--- src/rtl/core/mavt_pkg.sv ---
`default_nettype none

package mavt_pkg;

    // Encoder resolution: counts per turn is 2^ANGLE_BITS (valid range 8..20)
    localparam int ANGLE_BITS = 14;

    // Field widths on the ports
    localparam int FUNC_W    = 2;
    localparam int SAMPLE_W  = 14;
    localparam int TIME_W    = 32;
    localparam int LAP_W     = 14;
    localparam int FULL_W    = 46;
    localparam int VEL_W     = 32;
    localparam int S_TDATA_W = 48;
    localparam int M_TDATA_W = 96;
    localparam int M_TUSER_W = 1;
    localparam int M_PAD_W   = M_TDATA_W - LAP_W - FULL_W - VEL_W;

    // Function codes carried on s_tuser
    localparam logic [FUNC_W-1:0] FUNC_INIT   = 2'd0;
    localparam logic [FUNC_W-1:0] FUNC_UPDATE = 2'd1;
    localparam logic [FUNC_W-1:0] FUNC_VEL    = 2'd2;

    // Velocity datapath widths
    localparam int MAG_W  = TIME_W + ANGLE_BITS;  // |turn delta * 2^AB + angle delta|
    localparam int N_W    = MAG_W + 1;            // signed count delta
    localparam int US_W   = 20;                   // width of the 1e6 scale constant
    localparam int PROD_W = MAG_W + US_W;         // scaled dividend
    localparam int HI_W   = PROD_W - VEL_W;       // dividend bits above the quotient
    localparam int CMP_W  = (HI_W > TIME_W) ? HI_W : TIME_W;
    localparam int US_CNT_W   = $clog2(US_W);
    localparam int QUOT_CNT_W = $clog2(VEL_W);

    localparam logic [US_W-1:0]   US_PER_S   = US_W'(1000000);
    localparam logic [TIME_W-1:0] DEFAULT_DT = TIME_W'(1000);
    localparam logic [VEL_W-1:0]  VEL_MAX    = {1'b0, {(VEL_W-1){1'b1}}};
    localparam logic [VEL_W-1:0]  VEL_MIN    = {1'b1, {(VEL_W-1){1'b0}}};

    // Lap bits that also show in the low bits of the full angle
    localparam int LAP_CMP_W = (ANGLE_BITS < LAP_W) ? ANGLE_BITS : LAP_W;

    // Turn count times 2^AB plus the lap angle, wrapped to the field width
    function automatic logic [FULL_W-1:0] full_angle_f(input logic [TIME_W-1:0] tc,
                                                       input logic [ANGLE_BITS-1:0] ang);
        logic [2*TIME_W-1:0] tcx;
        tcx = {{TIME_W{tc[TIME_W-1]}}, tc};
        return {tcx[FULL_W-ANGLE_BITS-1:0], ang};
    endfunction

endpackage

`default_nettype wire

--- src/rtl/core/mavt_mul.sv ---
`default_nettype none

// Radix-2 serial multiply by the 1e6 scale constant, one constant bit per cycle
module mavt_mul import mavt_pkg::*; (
    input  logic              aclk,
    input  logic              aresetn,
    input  logic              start,
    input  logic [MAG_W-1:0]  mcand,
    output logic              done,
    output logic [PROD_W-1:0] product
);

    logic                busy_reg;
    logic                done_reg;
    logic [US_CNT_W-1:0] cnt_reg;
    logic [US_W-1:0]     digit_reg;
    logic [MAG_W-1:0]    mcand_reg;
    logic [PROD_W-1:0]   acc_reg;
    logic [PROD_W-1:0]   acc_next;

    // Horner step, constant bits taken MSB first
    always_comb begin
        acc_next = {acc_reg[PROD_W-2:0], 1'b0}
                 + (digit_reg[US_W-1] ? PROD_W'(mcand_reg) : PROD_W'(0));
    end

    always_ff @(posedge aclk) begin
        if (!aresetn) begin
            busy_reg <= 1'b0;
            done_reg <= 1'b0;
        end else begin
            done_reg <= 1'b0;
            if (start) begin
                busy_reg  <= 1'b1;
                cnt_reg   <= US_CNT_W'(US_W - 1);
                digit_reg <= US_PER_S;
                mcand_reg <= mcand;
                acc_reg   <= '0;
            end else if (busy_reg) begin
                acc_reg   <= acc_next;
                digit_reg <= {digit_reg[US_W-2:0], 1'b0};
                cnt_reg   <= cnt_reg - US_CNT_W'(1);
                if (cnt_reg == '0) begin
                    busy_reg <= 1'b0;
                    done_reg <= 1'b1;
                end
            end
        end
    end

    assign done    = done_reg;
    assign product = acc_reg;

endmodule

`default_nettype wire

--- src/rtl/core/mavt_div.sv ---
`default_nettype none

// Restoring divider, one quotient bit per cycle; flags quotients of 2^32 or more
module mavt_div import mavt_pkg::*; (
    input  logic              aclk,
    input  logic              aresetn,
    input  logic              start,
    input  logic [PROD_W-1:0] dividend,
    input  logic [TIME_W-1:0] divisor,
    output logic              done,
    output logic              sat,
    output logic [VEL_W-1:0]  quot
);

    typedef enum logic [1:0] {D_IDLE, D_CHECK, D_RUN} dstate_t;

    dstate_t               state_reg;
    logic                  done_reg;
    logic                  sat_reg;
    logic [QUOT_CNT_W-1:0] cnt_reg;
    logic [CMP_W-1:0]      hi_reg;
    logic [VEL_W-1:0]      lo_reg;
    logic [TIME_W-1:0]     dsr_reg;
    logic [TIME_W-1:0]     trial;
    logic                  fits;

    // Partial remainder stays below the divisor (< 2^31) once the check passes
    always_comb begin
        trial = {hi_reg[TIME_W-2:0], lo_reg[VEL_W-1]};
        fits  = (trial >= dsr_reg);
    end

    always_ff @(posedge aclk) begin
        if (!aresetn) begin
            state_reg <= D_IDLE;
            done_reg  <= 1'b0;
        end else begin
            done_reg <= 1'b0;
            unique case (state_reg)
                D_IDLE: begin
                    if (start) begin
                        hi_reg    <= CMP_W'(dividend[PROD_W-1:VEL_W]);
                        lo_reg    <= dividend[VEL_W-1:0];
                        dsr_reg   <= divisor;
                        state_reg <= D_CHECK;
                    end
                end
                D_CHECK: begin
                    // high part at or above the divisor: quotient overflows
                    if (hi_reg >= CMP_W'(dsr_reg)) begin
                        sat_reg   <= 1'b1;
                        done_reg  <= 1'b1;
                        state_reg <= D_IDLE;
                    end else begin
                        sat_reg   <= 1'b0;
                        cnt_reg   <= QUOT_CNT_W'(VEL_W - 1);
                        state_reg <= D_RUN;
                    end
                end
                D_RUN: begin
                    hi_reg  <= fits ? CMP_W'(trial - dsr_reg) : CMP_W'(trial);
                    lo_reg  <= {lo_reg[VEL_W-2:0], fits};
                    cnt_reg <= cnt_reg - QUOT_CNT_W'(1);
                    if (cnt_reg == '0) begin
                        done_reg  <= 1'b1;
                        state_reg <= D_IDLE;
                    end
                end
                default: state_reg <= D_IDLE;
            endcase
        end
    end

    assign done = done_reg;
    assign sat  = sat_reg;
    assign quot = lo_reg;

endmodule

`default_nettype wire

--- src/rtl/core/multiturn_angle_velocity_tracker.sv ---
// Multiturn angle and velocity tracker for a single-turn absolute encoder of
// 2^ANGLE_BITS counts per turn. s_tuser selects the function: 0 starts tracking
// from the sample, 1 takes a new sample and counts a turn when the angle jumps
// by more than 0.8 turn, 2 reports the velocity in counts per second since the
// previous velocity item (or start), saturated to 32 bits, with 1000 us used
// when the elapsed time is zero or negative. Every item returns one result
// with the lap angle and the full multiturn angle. Functions 0, 1 and 3 give
// their result in the cycle after the item is taken; function 2 steps through
// a prepare stage, an absolute-value stage, a serial multiply by 1e6 and a
// restoring divide by the elapsed time (the divide stops after its range check
// when the quotient overflows), then waits for the output register. One item is
// in work at a time; a new item is taken once the output register is free or
// being read.
`default_nettype none

module multiturn_angle_velocity_tracker import mavt_pkg::*; (
    input  logic                 aclk,
    input  logic                 aresetn,
    input  logic                 s_tvalid,
    output logic                 s_tready,
    input  logic [S_TDATA_W-1:0] s_tdata,   // angle_sample[13:0], timestamp_us[45:14]
    input  logic [FUNC_W-1:0]    s_tuser,   // func[1:0]
    output logic                 m_tvalid,
    input  logic                 m_tready,
    output logic [M_TDATA_W-1:0] m_tdata,   // lap_angle[13:0], full_angle[59:14],
                                            // velocity[91:60]
    output logic [M_TUSER_W-1:0] m_tuser    // velocity_valid[0]
);

    typedef enum logic [2:0] {
        ST_IDLE, ST_PREP, ST_ABS, ST_MUL, ST_DIV, ST_DONE
    } state_t;

    state_t state_reg;

    // Tracker state
    logic [ANGLE_BITS-1:0] last_angle_reg, last_angle_next;
    logic [TIME_W-1:0]     last_time_reg,  last_time_next;
    logic [TIME_W-1:0]     turn_count_reg, turn_count_next;
    logic [ANGLE_BITS-1:0] ref_angle_reg,  ref_angle_next;
    logic [TIME_W-1:0]     ref_time_reg,   ref_time_next;
    logic [TIME_W-1:0]     ref_turn_reg,   ref_turn_next;

    // Velocity operands
    logic [TIME_W-1:0]     td_reg;
    logic [ANGLE_BITS:0]   ad_reg;
    logic [TIME_W-1:0]     dt_reg;
    logic [N_W-1:0]        n_reg;
    logic                  neg_reg;
    logic [MAG_W-1:0]      mag_reg;
    logic [TIME_W-1:0]     e_reg;
    logic                  mul_go_reg;
    logic                  div_go_reg;

    // Output register
    logic                  m_tvalid_reg;
    logic [LAP_W-1:0]      lap_reg;
    logic [FULL_W-1:0]     full_reg;
    logic [VEL_W-1:0]      vel_reg;
    logic                  vv_reg;

    logic                  accept;
    logic [FUNC_W-1:0]     func;
    logic [ANGLE_BITS-1:0] sample;
    logic [TIME_W-1:0]     stamp;
    logic [ANGLE_BITS:0]   d;
    logic [ANGLE_BITS:0]   d_neg;
    logic [ANGLE_BITS-1:0] d_abs;
    logic [ANGLE_BITS+2:0] d_x5;
    logic                  wrap;
    logic [N_W-1:0]        n_sum;
    logic [N_W-1:0]        n_neg;
    logic                  mul_done;
    logic [PROD_W-1:0]     product;
    logic                  div_done;
    logic                  div_sat;
    logic [VEL_W-1:0]      quot;
    logic                  big;
    logic [VEL_W-1:0]      vel_sat;

    assign s_tready = (state_reg == ST_IDLE) && (!m_tvalid_reg || m_tready);
    assign accept   = s_tvalid && s_tready;
    assign func     = s_tuser;
    assign sample   = ANGLE_BITS'(s_tdata[SAMPLE_W-1:0]);
    assign stamp    = s_tdata[SAMPLE_W +: TIME_W];

    // Wrap detection: 5*|d| > 4 turns' worth of counts
    always_comb begin
        d     = {1'b0, sample} - {1'b0, last_angle_reg};
        d_neg = -d;
        d_abs = d[ANGLE_BITS] ? d_neg[ANGLE_BITS-1:0] : d[ANGLE_BITS-1:0];
        d_x5  = {3'b000, d_abs} + {1'b0, d_abs, 2'b00};
        wrap  = d_x5 > {3'b100, {ANGLE_BITS{1'b0}}};
    end

    // Tracker state update on an accepted item
    always_comb begin
        last_angle_next = last_angle_reg;
        last_time_next  = last_time_reg;
        turn_count_next = turn_count_reg;
        ref_angle_next  = ref_angle_reg;
        ref_time_next   = ref_time_reg;
        ref_turn_next   = ref_turn_reg;
        if (accept) begin
            unique case (func)
                FUNC_INIT: begin
                    last_angle_next = sample;
                    ref_angle_next  = sample;
                    last_time_next  = stamp;
                    ref_time_next   = stamp;
                    turn_count_next = '0;
                    ref_turn_next   = '0;
                end
                FUNC_UPDATE: begin
                    if (wrap) begin
                        turn_count_next = d[ANGLE_BITS] ? turn_count_reg + TIME_W'(1)
                                                        : turn_count_reg - TIME_W'(1);
                    end
                    last_angle_next = sample;
                    last_time_next  = stamp;
                end
                FUNC_VEL: begin
                    ref_angle_next = last_angle_reg;
                    ref_time_next  = last_time_reg;
                    ref_turn_next  = turn_count_reg;
                end
                default: ;
            endcase
        end
    end

    // Count delta and its magnitude
    always_comb begin
        n_sum = {td_reg[TIME_W-1], td_reg, {ANGLE_BITS{1'b0}}}
              + {{(N_W-ANGLE_BITS-1){ad_reg[ANGLE_BITS]}}, ad_reg};
        n_neg = -n_reg;
    end

    // Sign and saturation of the quotient
    always_comb begin
        big = div_sat || quot[VEL_W-1];
        if (neg_reg) begin
            vel_sat = big ? VEL_MIN : -quot;
        end else begin
            vel_sat = big ? VEL_MAX : quot;
        end
    end

    mavt_mul u_mul (
        .aclk    (aclk),
        .aresetn (aresetn),
        .start   (mul_go_reg),
        .mcand   (mag_reg),
        .done    (mul_done),
        .product (product)
    );

    mavt_div u_div (
        .aclk     (aclk),
        .aresetn  (aresetn),
        .start    (div_go_reg),
        .dividend (product),
        .divisor  (e_reg),
        .done     (div_done),
        .sat      (div_sat),
        .quot     (quot)
    );

    // Sequencer, tracker state and output register
    always_ff @(posedge aclk) begin
        if (!aresetn) begin
            state_reg      <= ST_IDLE;
            m_tvalid_reg   <= 1'b0;
            mul_go_reg     <= 1'b0;
            div_go_reg     <= 1'b0;
            last_angle_reg <= '0;
            last_time_reg  <= '0;
            turn_count_reg <= '0;
            ref_angle_reg  <= '0;
            ref_time_reg   <= '0;
            ref_turn_reg   <= '0;
        end else begin
            mul_go_reg     <= 1'b0;
            div_go_reg     <= 1'b0;
            last_angle_reg <= last_angle_next;
            last_time_reg  <= last_time_next;
            turn_count_reg <= turn_count_next;
            ref_angle_reg  <= ref_angle_next;
            ref_time_reg   <= ref_time_next;
            ref_turn_reg   <= ref_turn_next;
            if (m_tvalid_reg && m_tready) begin
                m_tvalid_reg <= 1'b0;
            end
            unique case (state_reg)
                ST_IDLE: begin
                    if (accept) begin
                        if (func == FUNC_VEL) begin
                            td_reg    <= turn_count_reg - ref_turn_reg;
                            ad_reg    <= {1'b0, last_angle_reg} - {1'b0, ref_angle_reg};
                            dt_reg    <= last_time_reg - ref_time_reg;
                            state_reg <= ST_PREP;
                        end else begin
                            m_tvalid_reg <= 1'b1;
                            lap_reg      <= LAP_W'(last_angle_next);
                            full_reg     <= full_angle_f(turn_count_next, last_angle_next);
                            vel_reg      <= '0;
                            vv_reg       <= 1'b0;
                        end
                    end
                end
                ST_PREP: begin
                    n_reg     <= n_sum;
                    state_reg <= ST_ABS;
                end
                ST_ABS: begin
                    neg_reg    <= n_reg[N_W-1];
                    mag_reg    <= n_reg[N_W-1] ? n_neg[MAG_W-1:0] : n_reg[MAG_W-1:0];
                    e_reg      <= (dt_reg == '0 || dt_reg[TIME_W-1]) ? DEFAULT_DT : dt_reg;
                    mul_go_reg <= 1'b1;
                    state_reg  <= ST_MUL;
                end
                ST_MUL: begin
                    if (mul_done) begin
                        div_go_reg <= 1'b1;
                        state_reg  <= ST_DIV;
                    end
                end
                ST_DIV: begin
                    if (div_done) begin
                        state_reg <= ST_DONE;
                    end
                end
                ST_DONE: begin
                    if (!m_tvalid_reg || m_tready) begin
                        m_tvalid_reg <= 1'b1;
                        lap_reg      <= LAP_W'(last_angle_reg);
                        full_reg     <= full_angle_f(turn_count_reg, last_angle_reg);
                        vel_reg      <= vel_sat;
                        vv_reg       <= 1'b1;
                        state_reg    <= ST_IDLE;
                    end
                end
                default: state_reg <= ST_IDLE;
            endcase
        end
    end

    assign m_tvalid = m_tvalid_reg;
    assign m_tdata  = {{M_PAD_W{1'b0}}, vel_reg, full_reg, lap_reg};
    assign m_tuser  = vv_reg;

endmodule

`default_nettype wire

--- config.mk ---
export PLATFORM = sky130hd
export DESIGN_NAME = multiturn_angle_velocity_tracker
export DESIGN_NICKNAME = d
export VERILOG_FILES = /design/src/rtl/core/mavt_pkg.sv /design/src/rtl/core/mavt_mul.sv /design/src/rtl/core/mavt_div.sv /design/src/rtl/core/multiturn_angle_velocity_tracker.sv
export SDC_FILE = /design/constraint.sdc
export NUM_CORES = 2
export LEC_CHECK = 0
export BUFFER_PORTS_ARGS = -buffer_cell sky130_fd_sc_hd__buf_2
export CAP_MARGIN = 20
export CORE_MARGIN = 2
export CORE_UTILIZATION = 60
export DETAILED_ROUTE_END_ITERATION = 16
export HOLD_SLACK_MARGIN = 0.12
export PLACE_DENSITY = 0.78
export SLEW_MARGIN = 20
export SYNTH_ARGS = -nofsm -noshare
export SYNTH_HDL_FRONTEND = slang
export SYNTH_SLANG_ARGS = --single-unit
--- constraint.sdc ---
create_clock -name aclk -period 30.1 [get_ports aclk]
set_input_delay 9.03 -clock aclk [delete_from_list [all_inputs] [get_ports aclk]]
set_output_delay 9.03 -clock aclk [all_outputs]
set_load 0.05 [all_outputs]
Yosys cells after proc, flatten, opt, wreduce, memory -nomap -nowiden

Cells that the tools add are included.

Bitwise logic cells: 2
Mux-type cells: 65
Reductions and logical operators: 35
Equal/unequal tests: 18
Magnitude comparators: 3
$add $sub $neg: 15

Operators by type and width:

| operator                                            | number |
|---|---|
| 2-to-1 mux 32 bit                                   | 10 |
| one-hot mux 32 bit (2 select lines)                 | 5 |
| 2-to-1 mux 46 bit                                   | 5 |
| one-hot mux 46 bit (2 select lines)                 | 1 |
| 2-to-1 mux 14 bit                                   | 6 |
| 2-to-1 mux 34 bit                                   | 2 |
| one-hot mux 34 bit (2 select lines)                 | 1 |
| adder 66 bit                                        | 1 |
| 2-to-1 mux 66 bit                                   | 1 |
| subtractor 32 bit                                   | 2 |
| one-hot mux 14 bit (2 select lines)                 | 2 |
| adder 46 x 15 -> 47 bit                             | 1 |
| negator 46 bit                                      | 1 |
| >= comparator 34 x 32 -> 1 bit                      | 1 |
| subtractor 32 x 32 -> 33 bit                        | 1 |
| adder 32 x 1 -> 32 bit (second input constant)      | 1 |
| >= comparator 32 bit                                | 1 |
| logical NOT 32 bit                                  | 1 |
| negator 32 bit                                      | 1 |
| subtractor 32 x 1 -> 32 bit (second input constant) | 1 |
| subtractor 14 x 14 -> 15 bit                        | 2 |
| 2-to-1 mux 20 bit                                   | 1 |
| one-hot mux 3 bit (6 select lines)                  | 1 |
| AND reduction 2 bit                                 | 9 |
| 31 further kinds                                    | 80 |

Register bits: 700
Output and inout port bits: 99

Longest topological paths before layout

Depth in word-level cells: 11
Gate-level depth with buffers: 29
Depth with buffers taken out: 26

Hierarchy

Synthesis repeated with hierarchy kept, for this count alone.

Cell total of the unflattened synthesis: 4202
Area total of the unflattened synthesis: 41518.6 sq um

Modules (own cells, without submodules):

| module                           | cells an instance | area an instance (sq um) | times used |
|---|---|---|---|
| multiturn_angle_velocity_tracker | 2713              | 26073.8                  | 1 |
| mavt_mul                         | 795               | 8140.3                   | 1 |
| mavt_div                         | 694               | 7304.5                   | 1 |

Worst setup path after synthesis

OpenSTA, ideal clock, no wires.

Path type: input port to output port
Start: in m_tready
End: out s_tready
Setup slack: 11403 ps
Data required time: 21070 ps
Arrival time: 9667 ps
Cell stages on the path: 2
Cells stage by stage: nand2b_1 and2_1

Word-level cells in the longest chain between the ends: 2

Ends and longest elaborated chain:

| what              | RTL line                               | text |
|---|---|---|
| start, declared   | multiturn_angle_velocity_tracker.sv:24 | `input logic m_tready,` |
| logical OR 1 bit  | multiturn_angle_velocity_tracker.sv:81 | `assign s_tready = (state_reg == ST_IDLE) && (!m_tvalid_reg \|\| m_tready);` |
| logical AND 1 bit | multiturn_angle_velocity_tracker.sv:81 |  |
| end, declared     | multiturn_angle_velocity_tracker.sv:20 | `output logic s_tready,` |

No other way between the ends.

Worst setup path after layout

Ends and elaborated chain as after synthesis.

==> summary by stage <==
Routing
The number of vias per cell after detailed routing is a little under 6. The overall via count from detail_route is roughly 29000. After the first detailed-routing iteration, the DRC count stood at 2438. The residual antenna-violating net count after detailed routing is 0. The detailed-routing iteration count for the pre-antenna-repair pass is 6. For this run, design rule violations remaining after detail routing come to 0. The routed wirelength normalized by instance count is ~17 um.

For this block, the routed nets add up to around 84000 um of wire.

Synth
The number of distinct standard cells referenced by the synthesized netlist is 98. Ranked by instance count, the synthesized netlist is headed by sky130_fd_sc_hd__edfxtp_1 (519), sky130_fd_sc_hd__nor2_1 (402), sky130_fd_sc_hd__ha_1 (276). Yosys attributes the largest share of cell area to sky130_fd_sc_hd__edfxtp_1 (39%), sky130_fd_sc_hd__ha_1 (8.7%), sky130_fd_sc_hd__dfxtp_1 (8.4%). The cell count after synthesis came out at between 3000 and 4000. The number of warnings issued by yosys is 0.

After synthesis, the share of flip-flops with an asynchronous set or reset is 0%. Yosys instantiated no cell more often than sky130_fd_sc_hd__edfxtp_1. The number of flops mapped to enable cells by yosys is about 520.

The register area share after synthesis is roughly 48%. Synthesis inferred between 600 and 700 register bits. The synthesized netlist occupies a cell area of ~40000 sq um. The cell accounting for the most synthesized area is sky130_fd_sc_hd__edfxtp_1.

The flip-flop cell with the highest count after synthesis is sky130_fd_sc_hd__edfxtp_1. The average footprint of a synthesized cell is roughly 10 sq um. The portion of synthesized cell area occupied by the leading cell type is about 39%.

Worst hold path
The startpoint of the most critical hold path is mag_reg[14]. The worst hold path belongs to the class flip-flop to flip-flop. Counting instances, the worst hold path has a depth of 0. For hold timing, the worst endpoint is u_mul.mcand_reg[14].

Timing
At the pin with the least slew margin, the transition time is between 1 and 1.5 ns. In the post-route analysis, the smallest setup slack over all paths is between 10 and 15 ns. The tightest slew margin relative to the limit is ~28%. After layout, the worst path uses 62.6% of the clock period. The minimum clock period is around 19 ns. The number of pins with negative max-slew slack in the final report is 0. Based on the critical path, the design can be clocked at up to between 50 and 60 MHz. The clock arrives with about 0.022 ns of skew. Setup repair after global routing left no endpoint under its margin. The final setup violation count is 0. The final-report hold violation count is 0.

The setup TNS is 0 ns.

Clock network
TritonCTS created 73 clock buffers. After clock tree synthesis, the setup repair step added 0 buffers. The maximum level of the CTS H-tree is 3. At the later pin of the worst-skew pair, clock insertion delay measures 0.62 ns. No sink is reached through more buffers than the 3 on the longest clock path. The tree is rooted in a sky130_fd_sc_hd__clkbuf_16.

The clock drives 686 sinks. TritonCTS built the clock tree. The total of hold buffers inserted after clock tree synthesis is 0.

The post-CTS clock slew at the launch and capture registers of the worst setup and hold paths is approximately 0.060 ns. The number of gates given a new drive strength after cts is 0.

Setup path
The worst register-to-register path ends at turn_count_reg[26]. STA puts the critical path data required time at about 21 ns. The worst-case register-to-register setup slack is 22.41 ns.

STA classifies the critical path endpoint as an output pin. The worst setup path startpoint is m_tready. The worst register-to-register path begins at last_angle_reg[7]. The number of cells on the worst reg-to-reg path is 23. The worst setup path is launched from an input pin.

The class of the most critical setup path is input pin to output pin. The biggest fanout along the worst timing path is 5. Data on the critical path arrives at its endpoint at 9.81 ns.

Cells and area
The ratio of cells with drive above 1 in the final layout is roughly 10%. The number of nets in the layout is approximately 4300. The number of flip-flops in the largest register is 66. The relative area change from synthesis to final layout is 9.96%. The share of the core filled with cells is ~67%.

Die
The effective utilization at floorplan is approximately three fifths. The total die area is approximately 70000 sq um. The total area inside the core boundary comes to 65700 sq um. The y dimension of the die is roughly 260 um. The site row count is 94. For this design the top-level I/O count stands at about 150. The horizontal die dimension is 262 um.

GRT
For this run, the total global-route usage over all layers was measured as approximately 24%. The total overflow left after global routing is 0. The number of antenna violations at the first check in global routing is 1. The number of global-route vias before repair came to 27200.

Entering global routing, the biggest net connects 93 pins. The global-route wire length before repair is 136000 um.

Power and ir drop
In this run the static leakage power is about 17 nW. For this design the ratio of total power to cell area is around 70 nW/um^2. The worst-case vdd ir drop is roughly 0.058 mV.

Run status
The run finished with clean final reports.

Place
The HPWL after detailed placement is 58700 um. OpenSTA, run right after detailed placement, puts the worst setup slack at ~11 ns. Routability-driven placement finished with a final weighted congestion of ~0.9.

Port buffering added between 100 and 150 buffers.

Run
The number of maximum-capacitance violations is 0.
-- final cells by class --
class	count	area [sq um]
timing repair buffer	174	941
clock buffer	99	2100
multi-input combinational	2825	19600
fill	5031	22000
clock inverter	34	350
tap	864	1080
inverter	217	817
sequential	686	18900
antenna	1	2.50
-- worst max-delay path by stage --
stage,to,slack (ns),depth (start not counted)
global route,s_tready,11.22,4
detailed placement,s_tready,11.27,4
CTS,s_tready,11.26,4
floorplan,s_tready,11.40,2
finish,s_tready,11.26,4
global placement,s_tready,11.26,4
-- logic make-up after synthesis --
logic type	count (synthesis)	share of synthesized area, %
flip-flops	686	47.5
AO/OA/AOI/OAI	983	16.6
other	1	0.00942
buffers and inverters	365	3.67
XOR/XNOR	289	6.44
multiplexers	83	2.20
adder cells (fa/ha/maj)	286	9.15
AND/OR/NAND/NOR	1179	14.4
-- cell usage in the layout (no fill, tap or decap), types with 97 or more instances in the layout --
master / instances
sky130_fd_sc_hd__ha_1: 275
sky130_fd_sc_hd__inv_1: 216
sky130_fd_sc_hd__nand2_1: 267
sky130_fd_sc_hd__xnor2_1: 206
sky130_fd_sc_hd__o21ai_0: 184
sky130_fd_sc_hd__a21o_1: 107
sky130_fd_sc_hd__nor2_1: 397
sky130_fd_sc_hd__buf_2: 146
sky130_fd_sc_hd__and2_1: 97
sky130_fd_sc_hd__edfxtp_1: 519
sky130_fd_sc_hd__a21oi_1: 257
sky130_fd_sc_hd__dfxtp_1: 166
-- stage by stage --
| step | instance area (sq um) | std cells | hold WS [ns] | total power [mW] |
|---|---|---|---|---|
| after CTS | 43800 | 4899 | 0.414 | 3.08 |
| after floorplan | 39800 | 3876 | 0.400 | 1.97 |
| after detailed placement | 41300 | 4766 | 0.405 | 2.15 |
| after global routing | 43800 | 4900 | 0.422 | 3.23 |
| final | 43800 | 4900 | 0.410 | 3.07 |
| after global placement | 41300 | 4766 | 0.403 | 2.13 |
-- report_power, final --
part | internal [mW] | switching (mW)
Sequential | 1.17 | 0.0514
Combinational | 0.362 | 0.572
Clock | 0.550 | 0.369
-- critical path, stage by stage --
cell and delay, ns:
sky130_fd_sc_hd__buf_2 0.07, sky130_fd_sc_hd__nand2b_1 0.19, sky130_fd_sc_hd__and2_1 0.22, sky130_fd_sc_hd__buf_2 0.30
-- metal layers --
metal | up-vias | track usage (%) | routed length, um
li1 | 14400 | - | -
met1 | 13700 | 34.1 | 38700
met2 | 763 | 38.9 | 37700
met3 | 129 | 4.10 | 5270
met4 | 0 | 7.77 | 2090
met5 | - | 0 | 0
(Power assumes the default switching activity.)
